<file path="src/rtl/vce_pkg.sv">
// ----------------------------------------------------------------------------
// vce_pkg
// Types and constants shared by the cosine elevation pipeline.
// ----------------------------------------------------------------------------
package vce_pkg;

  localparam int unsigned CompW   = 24;   // vector component width
  localparam int unsigned OutFrac = 30;   // fraction bits of the cosine
  localparam int unsigned DotW    = 50;   // signed dot product width
  localparam int unsigned NormW   = 48;   // squared length width
  localparam int unsigned ProdW   = 96;   // product of squared lengths
  localparam int unsigned RootW   = 48;   // square root width
  localparam int unsigned RemW    = 50;   // square root remainder width
  localparam int unsigned MagW    = 49;   // dot product magnitude width
  localparam int unsigned QW      = OutFrac + 1;
  localparam int unsigned CfgIdxW = 2;
  localparam int unsigned CfgW    = 24;

  typedef enum logic [CfgIdxW-1:0] {
    RegSunX = 2'd0,
    RegSunY = 2'd1,
    RegSunZ = 2'd2,
    RegNone = 2'd3
  } vce_reg_e;

  typedef struct packed {
    logic signed [CompW-1:0] up_x;
    logic signed [CompW-1:0] up_y;
    logic signed [CompW-1:0] up_z;
  } vce_in_t;

  typedef struct packed {
    logic signed [31:0] cosine;
    logic               status;
  } vce_out_t;

  typedef struct packed {
    logic signed [CompW-1:0] x;
    logic signed [CompW-1:0] y;
    logic signed [CompW-1:0] z;
  } vce_vec_t;

  // Square root stage payload.
  typedef struct packed {
    logic             zero;
    logic             neg;
    logic [MagW-1:0]  mag;
    logic [ProdW-1:0] rad;
    logic [RemW-1:0]  rem;
    logic [RootW-1:0] root;
  } vce_sq_t;

  // Division stage payload.
  typedef struct packed {
    logic             zero;
    logic             neg;
    logic [RootW-1:0] d;
    logic [RootW-1:0] r;
    logic [QW-1:0]    q;
  } vce_dv_t;

endpackage

</file>
<file path="src/rtl/vce_div_stage.sv">
// ----------------------------------------------------------------------------
// vce_div_stage
// One restoring division step: one quotient bit per stage.
// ----------------------------------------------------------------------------
module vce_div_stage (
  input  logic             clk_i,
  input  logic             rst_ni,
  input  logic             adv_i,
  input  logic             vld_i,
  input  vce_pkg::vce_dv_t dat_i,
  output logic             vld_o,
  output vce_pkg::vce_dv_t dat_o
);
  import vce_pkg::*;

  logic         vld_q;
  vce_dv_t      dat_q, dat_d;
  logic [RootW:0] r2;

  always_comb begin
    r2    = {dat_i.r, 1'b0};
    dat_d = dat_i;
    if (r2 >= {1'b0, dat_i.d}) begin
      dat_d.r = RootW'(r2 - {1'b0, dat_i.d});
      dat_d.q = {dat_i.q[QW-2:0], 1'b1};
    end else begin
      dat_d.r = r2[RootW-1:0];
      dat_d.q = {dat_i.q[QW-2:0], 1'b0};
    end
  end

  always_ff @(posedge clk_i or negedge rst_ni) begin
    if (!rst_ni) begin
      vld_q <= 1'b0;
    end else if (adv_i) begin
      vld_q <= vld_i;
    end
  end

  always_ff @(posedge clk_i) begin
    if (adv_i) begin
      dat_q <= dat_d;
    end
  end

  assign vld_o = vld_q;
  assign dat_o = dat_q;

endmodule

</file>
<file path="config.mk">
export PLATFORM = sky130hd
export DESIGN_NAME = vce_div_stage
export DESIGN_NICKNAME = d
export VERILOG_FILES = /design/src/rtl/vce_pkg.sv /design/src/rtl/vce_div_stage.sv
export SDC_FILE = /design/constraint.sdc
export NUM_CORES = 1
export LEC_CHECK = 0
export ABC_AREA = 1
export BUFFER_PORTS_ARGS = -buffer_cell sky130_fd_sc_hd__buf_4
export CORE_MARGIN = 5
export CORE_UTILIZATION = 45
export DETAILED_ROUTE_END_ITERATION = 6
export GPL_ROUTABILITY_DRIVEN = 0
export HOLD_SLACK_MARGIN = 0.08
export PLACE_DENSITY = 0.71
export SETUP_SLACK_MARGIN = 0.4
export SLEW_MARGIN = 20
export SYNTH_ARGS = -nofsm -noshare
export SYNTH_HDL_FRONTEND = slang
export SYNTH_SLANG_ARGS = --single-unit
</file>
<file path="constraint.sdc">
create_clock -name clk_i -period 0.8 [get_ports clk_i]
set_input_delay 0.04 -clock clk_i [delete_from_list [all_inputs] [get_ports clk_i]]
set_output_delay 0.04 -clock clk_i [all_outputs]
set_load 0.02 [all_outputs]
</file>
==> impl_metrics.yaml, run 1 <==
die:
  num_rows: 52
  dieHeight_um: 152
  core_area_um2: 20100
  initial_core_util: 0.454
  ioPinCount: 263
  fp.dieArea_um2: 23200
  die_x_um: 152
global_route:
  grt_pass1_vias: 10300
  gr-total-overflow: 0
  grt_max_degree: 45
  grt_first_pass_wirelength_um: 51700
  track_usage: 0.277
  antenna_found_initial: 0
logic_synthesis:
  syn_avg_cell_area_um2: 7.21
  synth_cell_type_count: 33
  ys_ff_latch: 130
  synthCells: 1266
  syn_nets: 1448
  synth_edf_count: 129
  synth_async_sr_flop_share: 0.00769
  seq_area_frac_synth: 0.427
  syn_area_um2: 9130
  yosys_warnings: 0
  synth-main-ff-cell: "edfxtp_1"
sta:
  timing.hold.ws_ns: -0.214
  hold_violations: 115
  setup-violations-final: 179
  rsz0062_at_grt: "yes"
  fin_crit_sh: 2.04
  max_freq_mhz: 613
  slew_viol_final: 0
  slew_headroom: 0.786
  fin_ws_ns: -0.831
  layout_min_cycle_time_ns: 1.63
  final.setup_skew_ns: 0
  worst_pin_slew_ns: 0.319
clocking:
  insertion_delay_ns: 0.42
  numCtsBuffers: 17
  clockRootBuffer: "clkbuf_16"
  clock_path_buffers: 2
  tritoncts: "done"
  cts_hold_buf: 1
  cts.sinks: 130
  clk_pin_slew_ns: 0.06
  cts.htree.levels: 4
routing:
  wl_um: 34300
  vias: 10100
  firstDrtPassIters: 7
  route.detailed.drc: 0
  ant_nets: 0
  drtIter0Drc: 710
  viasPerCell: 5.05
  wl_per_cell_um: 17.1
setup_path:
  timing.critical_path.from_type: "input port"
  arrival_ns: 1.81
  slowest_delay_ns: 0.26
  end_kind: "register"
  crit_chain: "buf_4, ha_4, nand2_4, inv_2, nand2_2, nand2_2, nand2_1, nand2_2, inv_2, nand2_2, a21oi_4, nand3_4, buf_12, buf_16, nand2_2, nand2_1"
  crit_path_top_delay_cell: "ha_4"
  path_class: "input port to register"
  cp_max_fo: 5
  crit-reg2reg-launch: "vld_o"
  r2r-end: "vld_o"
  crit_start: "dat_i[58]"
  cpMostUsedCell: "nand2_2"
  r2r_slack_ns: 0.02
  reg2reg_depth: 1
  worstPathRequired_ns: 0.98
finish:
  drive_gt1_frac: 0.476
  register_area_um2: 3900
  final_core_utilization: 0.780
  fillers: 1322
  fin_nets: 1903
  synthToLayoutAreaGrowth_pct: 71.9
  multiInputGateArea_um2: 5560
  diodes: 0
power_and_ir_drop:
  powerDensity_nw_per_um2: 1720
  max-vdd-ir-drop_mv: 1.46
  p_leak_nw: 7.91
worst_hold_path:
  holdCritStartpoint: "dat_i[1]"
  hp-class: "input port to register"
  hold_end: "dat_o[2]"
  hold_depth: 1
placed_design:
  portBuffers: 261
  dp_hpwl_um: 23500
job:
  max_cap_violations: 0
run_status:
  status: "complete, but fails checks"
  violations: "hold timing, setup timing"
## per-stage QoR
| step | setup WS (ns) | area, um2 | setup TNS (ns) | power [mW] | instances |
|---|---|---|---|---|---|
| 2_1_floorplan | -0.832 | 9760 | -39.43 | 12.9 | 1266 |
| 3_3_place_gp | -1.22 | 13200 | -57.37 | 16.5 | 1935 |
| 3_5_place_dp | -1.25 | 13200 | -59.12 | 16.6 | 1935 |
| 4_1_cts | -0.686 | 15100 | -59.10 | 26.1 | 1996 |
| 5_1_grt | -0.887 | 15700 | -71.53 | 28.2 | 2004 |
| 6_report | -0.831 | 15700 | -64.82 | 27.0 | 2004 |
## worst max path at each step
stage	to	cells past startpoint
finish	dat_o[75]	16
floorplan	dat_o[46]	16
global placement	dat_o[59]	12
global route	dat_o[75]	17
CTS	dat_o[55]	14
detailed placement	dat_o[75]	10
## cells in the final DEF, fill, tap and decap left out, drive strengths merged, types with 2 or more instances in the layout
master | synthesis | routed
nand2 | 522 | 522
buf | 18 | 453
inv | 272 | 279
edfxtp | 129 | 129
nor2 | 98 | 98
nand4 | 59 | 59
ha | 48 | 48
nand3 | 47 | 47
a21oi | 28 | 28
xor2 | 22 | 22
clkbuf | 2 | 20
nor3 | 5 | 5
clkinvlp | 0 | 4
xnor2 | 3 | 3
a21o | 2 | 2
o21bai | 2 | 2
bufinv | 0 | 2
## cells in the mapped netlist, types with 4 or more instances
| cell type | n | area, um2 |
|---|---|---|
| nor2_1 | 94 | 353 |
| nand4_1 | 59 | 369 |
| inv_1 | 265 | 995 |
| ha_1 | 48 | 601 |
| nor3_1 | 4 | 20.0 |
| buf_2 | 6 | 30.0 |
| inv_2 | 7 | 26.3 |
| nand2_1 | 521 | 1960 |
| buf_6 | 8 | 90.1 |
| nand3_1 | 44 | 220 |
| xor2_1 | 22 | 193 |
| edfxtp_1 | 129 | 3870 |
| a21oi_1 | 27 | 135 |
| nor2_2 | 4 | 25.0 |
## critical path, delay by kind of cell
family,cells,cell delay (ns)
adders and majority gates,1,0.26
buffers and inverters,5,0.53
and+or+nand+nor,9,0.75
AOI/OAI and AO/OA,1,0.21
## cell families after synthesis
family	share of synthesized area
buf+inv	0.129
simple gates	0.331
xor+xnor	0.0240
flops	0.427
fa+ha+maj	0.0680
mux	0.00123
compound gates	0.0204
## area by class of cell
class                   count  share of cell area
multi-input cells         844               0.355
repair buffers            456               0.270
flip-flops and latches    130               0.249
inverters                 272              0.0675
clock buffers              18              0.0274
well taps                 270              0.0215
clock inverters            14              0.0107
## sequential cells by signal, indices dropped and copies added, names as in the netlist
name,count
dat_o,129
vld_o,1
## timing repair
item	CTS	global route
hold endpoints to repair	142	139
pin swaps	43	33
endpoints found under the setup margin	180	180
setup buffers	24	6
resized for setup	315	148
gates cloned	4	2
## layer usage
metal | track usage | wire length, um | vias up
met1 | 0.339 | 13400 | 4675
met4 | 0.108 | 1200 | 0
met5 | 0 | 0 | -
li1 | - | - | 4863
met2 | 0.471 | 16600 | 492
met3 | 0.0679 | 3120 | 93
## power by group
part	internal, mW	switching [mW]	total [mW]	leakage, nW
registers	8.41	0.360	8.77	1.27
logic	4.74	5.35	10.1	6.36
clock network	4.69	3.41	8.10	0.280
Power figures use the tool's default switching activity.
==> run 2, diff against run 1 <==
--- a/config.mk
+++ b/config.mk
@@ -14,7 +14,7 @@
 export HOLD_SLACK_MARGIN = 0.08
 export PLACE_DENSITY = 0.71
 export SETUP_SLACK_MARGIN = 0.4
-export SLEW_MARGIN = 20
+export SKIP_CTS_REPAIR_TIMING = 1
 export SYNTH_ARGS = -nofsm -noshare
 export SYNTH_HDL_FRONTEND = slang
 export SYNTH_SLANG_ARGS = --single-unit
==> run 2 against run 1 <==
The run still ends with hold timing, setup timing left. First-iteration DRC count is 15% higher. Clock power hardly changed. Die area stayed put. Critical path type unchanged. Critical endpoint is now dat_o[53]. Largest power group unchanged.
==> impl_metrics.yaml, run 2 (synthesized netlist as in run 1, its figures left out) <==
routing:
  firstDrtPassIters: 6
  ant_nets: 0
  viasPerCell: 4.95
  wl_per_cell_um: 16.6
  vias: 9801
  drtIter0Drc: 813
  wl_um: 32900
  route.detailed.drc: 0
power_and_ir_drop:
  seqPwrFrac: 0.335
  switching_power_mw: 8.71
  p_int_mw: 17.5
  finalPower_mw: 26.2
  power.share.clock: 0.309
  max-vdd-ir-drop_mv: 1.44
  combPwrFrac: 0.356
  p_leak_nw: 7.65
  powerDensity_nw_per_um2: 1740
  switching_share: 0.333
setup_path:
  path_depth: 16
  cp_max_fo: 8
  timing.critical_path.from_type: "input port"
  end_kind: "register"
  cpMostUsedCell: "nand2_2"
  arrival_ns: 1.79
  crit_path_top_delay_cell: "clkbuf_16"
  slowest_delay_ns: 0.27
  path_delay_family: "simple AND/OR/NAND/NOR gates"
  worstPathRequired_ns: 0.98
  reg2reg_depth: 1
  cp.buffers_inverters: 3
  crit_chain: "buf_4, inv_12, ha_4, nand2_1, nand2_1, nand2_2, nand2_2, nand2_2, nand3_2, nand2_2, nand2_2, nand3_4, nand3_4, clkbuf_16, nand2_1, nand2_1"
  path_class: "input port to register"
clocking:
  clockRootBuffer: "clkbuf_16"
  cts.sinks: 130
  cts.htree.levels: 4
  clock_path_buffers: 2
  insertion_delay_ns: 0.42
  numCtsBuffers: 17
  clk_pin_slew_ns: 0.07
  tritoncts: "done"
finish:
  layout_common_cells: "nand2_1, buf_4, inv_1"
  fillers: 1441
  layout_commonest_cell: "nand2_1"
  multiInputGateArea_um2: 5230
  register_area_um2: 3900
  drive_gt1_frac: 0.425
  fin_nets: 1879
  final_cells: 1980
  synthToLayoutAreaGrowth_pct: 65.2
  largest_reg_flops: 129
  diodes: 0
global_route:
  grt_max_degree: 45
  track_usage: 0.249
  grt_first_pass_wirelength_um: 47000
  antenna_found_initial: 0
  gr-total-overflow: 0
  grt_pass1_vias: 9522
sta:
  layout_min_cycle_time_ns: 1.62
  hold_violations: 116
  setup-violations-final: 179
  tns_ns: -64.24
  timing.hold.ws_ns: -0.212
  max_freq_mhz: 619
  rsz0062_at_grt: "yes"
  worst_pin_slew_ns: 0.324
  fin_ws_ns: -0.816
  fin_crit_sh: 2.02
  final.setup_skew_ns: 0
  slew_headroom: 0.784
  slew_viol_final: 0
die:
  fp.dieArea_um2: 23200
  dieHeight_um: 152
  core_area_um2: 20100
  num_rows: 52
  ioPinCount: 263
  initial_core_util: 0.454
  die_x_um: 152
run_status:
  violations: "hold timing, setup timing"
  status: "complete, but fails checks"
placed_design:
  pre_cts_ws_ns: -1.25
  dp_hpwl_um: 23500
  post-place-cells: 1935
  portBuffers: 261
worst_hold_path:
  hp-class: "input port to register"
  hold_depth: 1
job:
  max_cap_violations: 0
[run 2: cell types whose count changed in the layout (fill, tap and decap cells not counted), moves of 5 or more]
cell / previous run / this run
inv_2: 39 / 34
nand2_4: 37 / 17
buf_4: 287 / 276
inv_1: 222 / 228
nand2_2: 127 / 99
nor2_1: 53 / 67
buf_6: 150 / 142
nor2_2: 34 / 24
nand2_1: 358 / 406
[run 2: power by group through the flow]
stage	clock (mW)	combinational [mW]	sequential (mW)
3_3_place_gp	0	7.80	8.72
2_1_floorplan	0	3.25	9.67
3_5_place_dp	0	7.91	8.73
4_1_cts	8.16	7.97	8.60
6_report	8.10	9.32	8.76
5_1_grt	8.51	10.0	8.81
[run 2: through the flow]
step                      area (um2)  utilization  hold slack, ns
after floorplan                 9760            -          -0.256
after global placement         13200        0.655          -0.185
after detailed placement       13200        0.655          -0.184
after CTS                      13800        0.684          -0.633
after global routing           15100        0.750          -0.225
final                          15100        0.750          -0.212
[run 2: area by class of cell]
cell class,instances,share of cell area
timing repair buffer,432,0.262
inverter,272,0.0700
clock inverter,14,0.0111
clock buffer,18,0.0285
tap,270,0.0224
multi-input combinational,844,0.347
sequential,130,0.259
[run 2: path summary, 6_finish.rpt]
| path | to | slack [ns] | from |
|---|---|---|---|
| worst max-delay path | dat_o[53] | -0.82 | dat_i[81] |
| worst min-delay path | dat_o[22] | -0.21 | dat_i[21] |
| worst max register to register | vld_o | 0.01 | vld_o |
| worst min register to register | vld_o | 0.55 | vld_o |
| max in group asynchronous | vld_o | 0.77 | rst_ni |
| min in group asynchronous | vld_o | -0.06 | rst_ni |
[run 2: routing by layer]
metal | GRT usage | vias to the layer above | wire length [um]
li1 | - | 4809 | -
met1 | 0.312 | 4471 | 13400
met2 | 0.421 | 444 | 15600
met3 | 0.0676 | 77 | 2900
met4 | 0.0823 | 0 | 995
met5 | 0 | - | 0
