## config.mk

```make
export PLATFORM = sky130hd
export DESIGN_NAME = vce_sqrt_stage
export DESIGN_NICKNAME = d
export VERILOG_FILES = /design/src/rtl/vce_pkg.sv /design/src/rtl/vce_sqrt_stage.sv
export SDC_FILE = /design/constraint.sdc
export NUM_CORES = 1
export LEC_CHECK = 0
export BUFFER_PORTS_ARGS = -buffer_cell sky130_fd_sc_hd__buf_2
export CORE_AREA = 2 2 191 193
export CTS_BUF_LIST = sky130_fd_sc_hd__clkbuf_4 sky130_fd_sc_hd__clkbuf_8
export CTS_CLUSTER_SIZE = 14
export DETAILED_ROUTE_END_ITERATION = 7
export DIE_AREA = 0 0 193 195
export SLEW_MARGIN = 30
export SYNTH_ARGS = -nofsm -noshare
export SYNTH_HDL_FRONTEND = slang
export SYNTH_SLANG_ARGS = --single-unit
```

## constraint.sdc

```tcl
create_clock -name clk_i -period 1.8 [get_ports clk_i]
set_input_delay 0.45 -clock clk_i [delete_from_list [all_inputs] [get_ports clk_i]]
set_output_delay 0.45 -clock clk_i [all_outputs]
set_load 0.03 [all_outputs]
```

## src/rtl/vce_pkg.sv

```systemverilog
// ----------------------------------------------------------------------------
// vce_pkg
// Types and constants shared by the cosine elevation pipeline.
// ----------------------------------------------------------------------------
package vce_pkg;

  localparam int unsigned CompW   = 24;   // vector component width
  localparam int unsigned OutFrac = 30;   // fraction bits of the cosine
  localparam int unsigned DotW    = 50;   // signed dot product width
  localparam int unsigned NormW   = 48;   // squared length width
  localparam int unsigned ProdW   = 96;   // product of squared lengths
  localparam int unsigned RootW   = 48;   // square root width
  localparam int unsigned RemW    = 50;   // square root remainder width
  localparam int unsigned MagW    = 49;   // dot product magnitude width
  localparam int unsigned QW      = OutFrac + 1;
  localparam int unsigned CfgIdxW = 2;
  localparam int unsigned CfgW    = 24;

  typedef enum logic [CfgIdxW-1:0] {
    RegSunX = 2'd0,
    RegSunY = 2'd1,
    RegSunZ = 2'd2,
    RegNone = 2'd3
  } vce_reg_e;

  typedef struct packed {
    logic signed [CompW-1:0] up_x;
    logic signed [CompW-1:0] up_y;
    logic signed [CompW-1:0] up_z;
  } vce_in_t;

  typedef struct packed {
    logic signed [31:0] cosine;
    logic               status;
  } vce_out_t;

  typedef struct packed {
    logic signed [CompW-1:0] x;
    logic signed [CompW-1:0] y;
    logic signed [CompW-1:0] z;
  } vce_vec_t;

  // Square root stage payload.
  typedef struct packed {
    logic             zero;
    logic             neg;
    logic [MagW-1:0]  mag;
    logic [ProdW-1:0] rad;
    logic [RemW-1:0]  rem;
    logic [RootW-1:0] root;
  } vce_sq_t;

  // Division stage payload.
  typedef struct packed {
    logic             zero;
    logic             neg;
    logic [RootW-1:0] d;
    logic [RootW-1:0] r;
    logic [QW-1:0]    q;
  } vce_dv_t;

endpackage

```

## src/rtl/vce_sqrt_stage.sv

```systemverilog
// ----------------------------------------------------------------------------
// vce_sqrt_stage
// One restoring square root step: one root bit per stage.
// ----------------------------------------------------------------------------
module vce_sqrt_stage (
  input  logic             clk_i,
  input  logic             rst_ni,
  input  logic             adv_i,
  input  logic             vld_i,
  input  vce_pkg::vce_sq_t dat_i,
  output logic             vld_o,
  output vce_pkg::vce_sq_t dat_o
);
  import vce_pkg::*;

  logic            vld_q;
  vce_sq_t         dat_q, dat_d;
  logic [RemW+1:0] rem2, trial;

  always_comb begin
    rem2  = {dat_i.rem, dat_i.rad[ProdW-1 -: 2]};
    trial = {2'b00, dat_i.root, 2'b01};
    dat_d = dat_i;
    dat_d.rad = {dat_i.rad[ProdW-3:0], 2'b00};
    if (rem2 >= trial) begin
      dat_d.rem  = RemW'(rem2 - trial);
      dat_d.root = {dat_i.root[RootW-2:0], 1'b1};
    end else begin
      dat_d.rem  = rem2[RemW-1:0];
      dat_d.root = {dat_i.root[RootW-2:0], 1'b0};
    end
  end

  always_ff @(posedge clk_i or negedge rst_ni) begin
    if (!rst_ni) begin
      vld_q <= 1'b0;
    end else if (adv_i) begin
      vld_q <= vld_i;
    end
  end

  always_ff @(posedge clk_i) begin
    if (adv_i) begin
      dat_q <= dat_d;
    end
  end

  assign vld_o = vld_q;
  assign dat_o = dat_q;

endmodule

```

==> impl_metrics.ini, run 1 <==
[run_status]
outcome = finished, violations left
violations = negative setup slack

[timing]
setup_slack_ps = -677
finalClockSkew_ps = 0
min_period_ps = 2480
max_clock_freq_ghz = 0.404
rsz0062_at_grt = true
hold_violations = 0
slew_headroom_pct = 66.5
final.period_utilization_pct = 138
setup_viol_count_final = 51
tightest_slew_ps = 498
maxSlewViolCount = 0
final.setup.tns_ps = -29860

[routing]
drc = 0
detail-route-antenna-nets = 0
wire_per_inst_um = 20.1
viasPerCell = 4.63
wl_um = 44100
first_iter_violations = 451
drtPass1Iterations = 5
vias = 10200

[clocking]
clk_latency_ps = 590
cts_made_buffers = 43
cts.root.buffer_cell = clkbuf_8
tritoncts = built
htree_levels = 2
clkTransAtPathRegs_ps = 70
clock-sinks = 244
ctsLongestPathBuffers = 3

[min_path]
hp-start = dat_i[190]
hold_end = dat_o[192]$_DFFE_PP_
hold_depth = 1
hold_class = primary input to flop

[global_route]
antenna_found_initial = 6
grt_max_degree = 43
grt_pass1_vias = 10400
grt_util_all_layers_pct = 22.1
grt_pass1_wl_um = 62000
gr-total-overflow = 0

[finish]
nets = 2003
areaGrowthSynthToFinish_pct = 71.4
layout-drive-gt1-share_pct = 51.0

[place]
portBuffers = 492
post-dp-hpwl_um = 31500
gp_congestion = 0.859

[worst_setup_path]
start_kind = primary input
r2r_slack_ps = 1050
timing.rr.end = vld_o$_DFFE_PN0P_
critPathKind = primary input to flop
reg2reg_from = vld_o$_DFFE_PN0P_
endpoint_kind = flop
required_ps = 2140
arrival_ps = 2810
reg2reg_depth = 1
critPathMaxFanout = 7

[synth]
synth_top_area_share_pct = 66.9
yosys.area.top_type = edfxtp_1
yosys_warnings = 0
synthTopCellsByArea = edfxtp_1, ha_1, o21ai_0
ys.flop_type = edfxtp_1
async_flop_share_pct = 0.410
synth_area_per_cell_um2 = 13.1
syn_area_mm2 = 0.0109
synthCells = 832
synth_edf_count = 243
seq_area_frac_synth_pct = 67.2
synth_cell_type_count = 56
yosys_register_bits = 244

[pwr]
power_leakage_nw = 8.22
ir_drop_mv = 0.700
power_mw = 17.1
p_per_area_mw_per_mm2 = 915

[floorplanning]
initial_utilization_pct = 30.8
pin_count = 495
core_area_mm2 = 0.0354
die_y_um = 195
die-width_um = 193
dieArea_mm2 = 0.0376
num_rows = 69

[run]
maxCapViolCount = 0
==> through the flow <==
stage	hold WS (ps)	std cells	worst slack [ps]	util (%)	area [um2]
floorplan	154	833	-978	-	11000
global placement	225	1956	-1520	43.7	15500
detailed placement	229	1956	-1540	43.7	15500
CTS	0.163	2189	-674	51.5	18200
global route	1.48	2195	-737	52.8	18700
finish	31.8	2196	-677	52.8	18700
==> kinds of logic (layout without fill, tap and decap cells) <==
group / after synthesis / after routing / share of synthesized area, %
flops: 244 / 244 / 67.2
compound gates: 219 / 219 / 12.3
simple gates: 180 / 180 / 7.54
buf+inv: 93 / 993 / 3.51
fa+ha+maj: 50 / 50 / 5.74
xor+xnor: 42 / 42 / 3.37
mux: 3 / 3 / 0.310
other cells: 1 / 4 / 0.0344
==> cells in the mapped netlist (8+ instances only) <==
cell and number:
edfxtp_1 243, nand2_1 92, o21ai_0 76, inv_1 69, a21oi_1 63, ha_1 50
xnor2_1 25, nor2_1 23, xor2_1 17, a21o_1 14, nand4_1 11, clkbuf_1 10
nor3_1 10, buf_2 9, nand3_1 9, o21bai_1 9, nand2b_1 8
==> registers in the layout, indices dropped and copies added, names as in the netlist <==
name,count
vld_o,1
dat_o,243
==> critical path: stages <==
cell and delay [ps]:
buf_2 90, inv_1 40, ha_1 320, and2_1 180, nor2b_1 160, a21oi_1 240, o21ai_1 120, a311oi_2 300
a21oi_2 110, o22ai_4 200, buf_12 170, buf_12 140, mux2_4 290
==> layer usage <==
| metal | wire (um) | up-vias | global-route usage (%) |
|---|---|---|---|
| li1 | - | 4842 | - |
| met1 | 17200 | 4778 | 26.2 |
| met2 | 20900 | 431 | 36.5 |
| met3 | 3570 | 116 | 5.79 |
| met4 | 2330 | 8 | 12.3 |
| met5 | 57 | - | 0 |
==> how the worst max path moves through the flow <==
stage	endpoint	startpoint
2_1_floorplan	dat_o[67]$_DFFE_PP_	dat_i[87]
3_3_place_gp	dat_o[95]$_DFFE_PP_	dat_i[12]
3_5_place_dp	dat_o[95]$_DFFE_PP_	dat_i[12]
4_1_cts	dat_o[67]$_DFFE_PP_	dat_i[39]
5_1_grt	dat_o[67]$_DFFE_PP_	dat_i[39]
6_report	dat_o[67]$_DFFE_PP_	dat_i[27]
==> cell usage in the layout, fill, tap and decap left out, types with 8 or more instances in the layout <==
cell and count:
a21o_1 14, a21oi_1 46, a21oi_2 18, buf_12 9, buf_2 474, buf_4 202
buf_6 17, clkbuf_4 8, clkbuf_8 43, clkinv_1 9, clkinv_2 9, dlygate4sd3_1 138
edfxtp_1 243, ha_1 26, ha_4 22, inv_1 57, nand2_1 83, nand4_1 11
nor2_1 22, nor3_1 8, o21ai_0 38, o21ai_1 31, o21ai_2 8, xnor2_1 24
xor2_1 17
==> power by group <==
group / switching, mW / total (mW) / internal, mW
logic: 2.88 / 4.88 / 2.00
clock network: 2.44 / 5.13 / 2.69
registers: 0.161 / 7.09 / 6.93
==> cell type report <==
class / count / area, um2
fillers: 3065 / 16700
inverters: 69 / 274
clock buffers: 51 / 652
well taps: 461 / 577
repair buffers: 850 / 5820
multi-input cells: 496 / 3870
diodes: 2 / 5.00
clock inverters: 23 / 164
flip-flops and latches: 244 / 7320
==> repair_timing <==
item,4_1_cts,5_1_grt
setup endpoints to repair,51,51
resized for setup,80,113
setup buffers,19,5
hold buffers,138,0
cloned,2,2
hold endpoints to repair,138,0
pin swaps,30,30
(Power assumes the default switching activity.)
==> run 2: changes to the inputs <==
--- a/config.mk
+++ b/config.mk
@@ -5,12 +5,13 @@
 export SDC_FILE = /design/constraint.sdc
 export NUM_CORES = 1
 export LEC_CHECK = 0
+export ABC_AREA = 1
 export BUFFER_PORTS_ARGS = -buffer_cell sky130_fd_sc_hd__buf_2
-export CORE_AREA = 2 2 191 193
+export CORE_AREA = 2 2 194 196
 export CTS_BUF_LIST = sky130_fd_sc_hd__clkbuf_4 sky130_fd_sc_hd__clkbuf_8
 export CTS_CLUSTER_SIZE = 14
 export DETAILED_ROUTE_END_ITERATION = 7
-export DIE_AREA = 0 0 193 195
+export DIE_AREA = 0 0 196 198
 export SLEW_MARGIN = 30
 export SYNTH_ARGS = -nofsm -noshare
 export SYNTH_HDL_FRONTEND = slang
==> run 2 against run 1 <==
Largest cell class unchanged; combinational power rose by 8.2%; setup slack improved by 600 ps; count of clock-buffer cells in the layout grew 5; area after synthesis up 17%; synthesized cell count up 65%; highest routed layer unchanged; critical path type unchanged; sequential share of layout area fell by 3.6 points; the flow still finishes with violations (negative setup slack); register-to-register slack gained 20 ps.
==> impl_metrics.ini, run 2 <==
[synth]
synth_area_per_cell_um2 = 9.26
yosys_register_bits = 244
synth_edf_count = 243
seq_area_frac_synth_pct = 57.6
synth_common_cells = nand2_1, inv_1, edfxtp_1, nor2_1, ha_1
synthTopCellsByArea = edfxtp_1, nand2_1, inv_1
yosys.area.top_type = edfxtp_1
yosysMostFrequentCell = nand2_1
ys.flop_type = edfxtp_1
yosys_warnings = 0
synth_top_area_share_pct = 57.4
async_flop_share_pct = 0.410
synth_cell_type_count = 39
syn_area_mm2 = 0.0127
synthCells = 1373

[floorplanning]
die_y_um = 198
die-width_um = 196
num_rows = 71
dieArea_mm2 = 0.0388
core_area_mm2 = 0.0370
initial_utilization_pct = 34.4
pin_count = 495

[run_status]
outcome = finished, violations left
violations = negative setup slack

[pwr]
switching_power_mw = 5.75
p_comb_share_pct = 30.4
power_mw = 17.3
power_leakage_nw = 10.0
p_per_area_mw_per_mm2 = 843
pwr-share-seq_pct = 40.8
ir_drop_mv = 0.471
switching_share_pct = 33.2
internal_power_mw = 11.6
p_clk_share_pct = 28.7

[finish]
areaGrowthSynthToFinish_pct = 61.8
fillers = 3359
final_cell_mix = buf_2, nand2_1, edfxtp_1, inv_1, buf_4
layout_commonest_cell = buf_2
nets = 2491
largest_reg_flops = 243
fin_util_pct = 55.7
layout-drive-gt1-share_pct = 50.7
finalNonFillerCells = 2697

[global_route]
antenna_found_initial = 8
grt_util_all_layers_pct = 25.8
gr-total-overflow = 0
grt_pass1_wl_um = 73900
grt_pass1_vias = 12300
grt_max_degree = 44

[timing]
hold_violations = 0
min_period_ps = 1880
final.period_utilization_pct = 104
finalClockSkew_ps = 0
holdWs_ps = 30.7
setup_slack_ps = -79.4
setup_viol_count_final = 23
maxSlewViolCount = 0
max_clock_freq_ghz = 0.532
rsz0062_at_grt = true

[place]
portBuffers = 492
post-dp-hpwl_um = 40900
preCtsSetupSlack_ps = -729
place_inst = 2511
gp_congestion = 0.937

[clocking]
clkTransAtPathRegs_ps = 70
tritoncts = built
cts_made_buffers = 43
ctsLongestPathBuffers = 3
htree_levels = 2
cts.root.buffer_cell = clkbuf_8
clock-sinks = 244
clk_latency_ps = 590

[run]
maxCapViolCount = 0

[worst_setup_path]
arrival_ps = 2220
required_ps = 2140
critPathKind = primary input to flop
critPathMaxFanout = 6
start_kind = primary input
endpoint_kind = flop

[min_path]
hold_class = primary input to flop

[routing]
detail-route-antenna-nets = 0
wire_per_inst_um = 19.4
vias = 12300
drtPass1Iterations = 7
drc = 0
viasPerCell = 4.57
first_iter_violations = 557
wl_um = 52400
[run 2: power groups by stage]
stage | clock, mW | combinational (mW) | sequential (mW)
6_report | 4.98 | 5.28 | 7.08
3_5_place_dp | 0 | 4.62 | 7.18
3_3_place_gp | 0 | 4.59 | 7.19
5_1_grt | 5.34 | 5.65 | 7.12
4_1_cts | 5.11 | 4.96 | 7.08
2_1_floorplan | 0 | 1.49 | 8.27
[run 2: logic make-up after synthesis]
| logic type | Yosys count | share of synthesized area (%) |
|---|---|---|
| and+or+nand+nor | 676 | 23.1 |
| buffers and inverters | 307 | 9.50 |
| DFF | 244 | 57.6 |
| AOI/OAI and AO/OA | 66 | 2.83 |
| adders and majority gates | 50 | 4.92 |
| xor gates and xnor gates | 28 | 1.93 |
| other | 1 | 0.0295 |
| muxes | 1 | 0.0886 |
[run 2: layout make-up]
type,instances,area (um2),share of cell area (%)
multi-input combinational,823,5570,27.1
clock buffer,56,696,3.38
clock inverter,18,111,0.541
timing repair buffer,789,5150,25.0
tap,474,593,2.88
sequential,244,7320,35.6
antenna,2,5.00,0.0243
inverter,291,1120,5.43
[run 2: critical path, cell delays in order]
cell and delay (ps):
buf_2 100, inv_1 90, ha_4 230, nand2_2 90, nor2_1 50, or2_1 260
nand3_2 100, nand3b_4 110, nand2_4 90, nand3_4 170, buf_12 200, clkbuf_16 160
nand2_2 50, o21ai_1 60
[run 2: per-layer routing]
layer,up-vias,global-route usage [%],part of all wire (%)
met4,14,9.20,3.7
met3,94,5.72,5.9
met5,-,0,0.16
met2,392,45.2,49
li1,6037,-,-
met1,5794,31.3,42
[run 2: metrics by stage]
step,setup TNS (ps),cell area (um2)
floorplan,-15960,13400
global route,-2660,20600
CTS,-218,19800
finish,-1040,20600
detailed placement,-34950,17800
global placement,-33260,17800
[run 2: path summary, 6_finish.rpt]
kind                                    from                   end  slack, ps  depth (start not counted)
max in group asynchronous             rst_ni     vld_o$_DFFE_PN0P_       1540                          2
max reg2reg                vld_o$_DFFE_PN0P_     vld_o$_DFFE_PN0P_       1070                          1
min reg2reg                vld_o$_DFFE_PN0P_     vld_o$_DFFE_PN0P_        500                          1
min                               dat_i[242]  dat_o[242]$_DFFE_PP_         30                          1
min in group asynchronous             rst_ni     vld_o$_DFFE_PN0P_        170                          2
max                                 dat_i[0]   dat_o[65]$_DFFE_PP_        -80                         14
[run 2: repair_timing]
item | in CTS | in global routing
setup endpoints to repair | 53 | 50
endpoints found under the hold margin | 59 | 1
hold buffers | 59 | 1
resized for setup | 100 | 211
setup buffers | 28 | 20
gates cloned | 2 | 3
pin swaps | 16 | 81
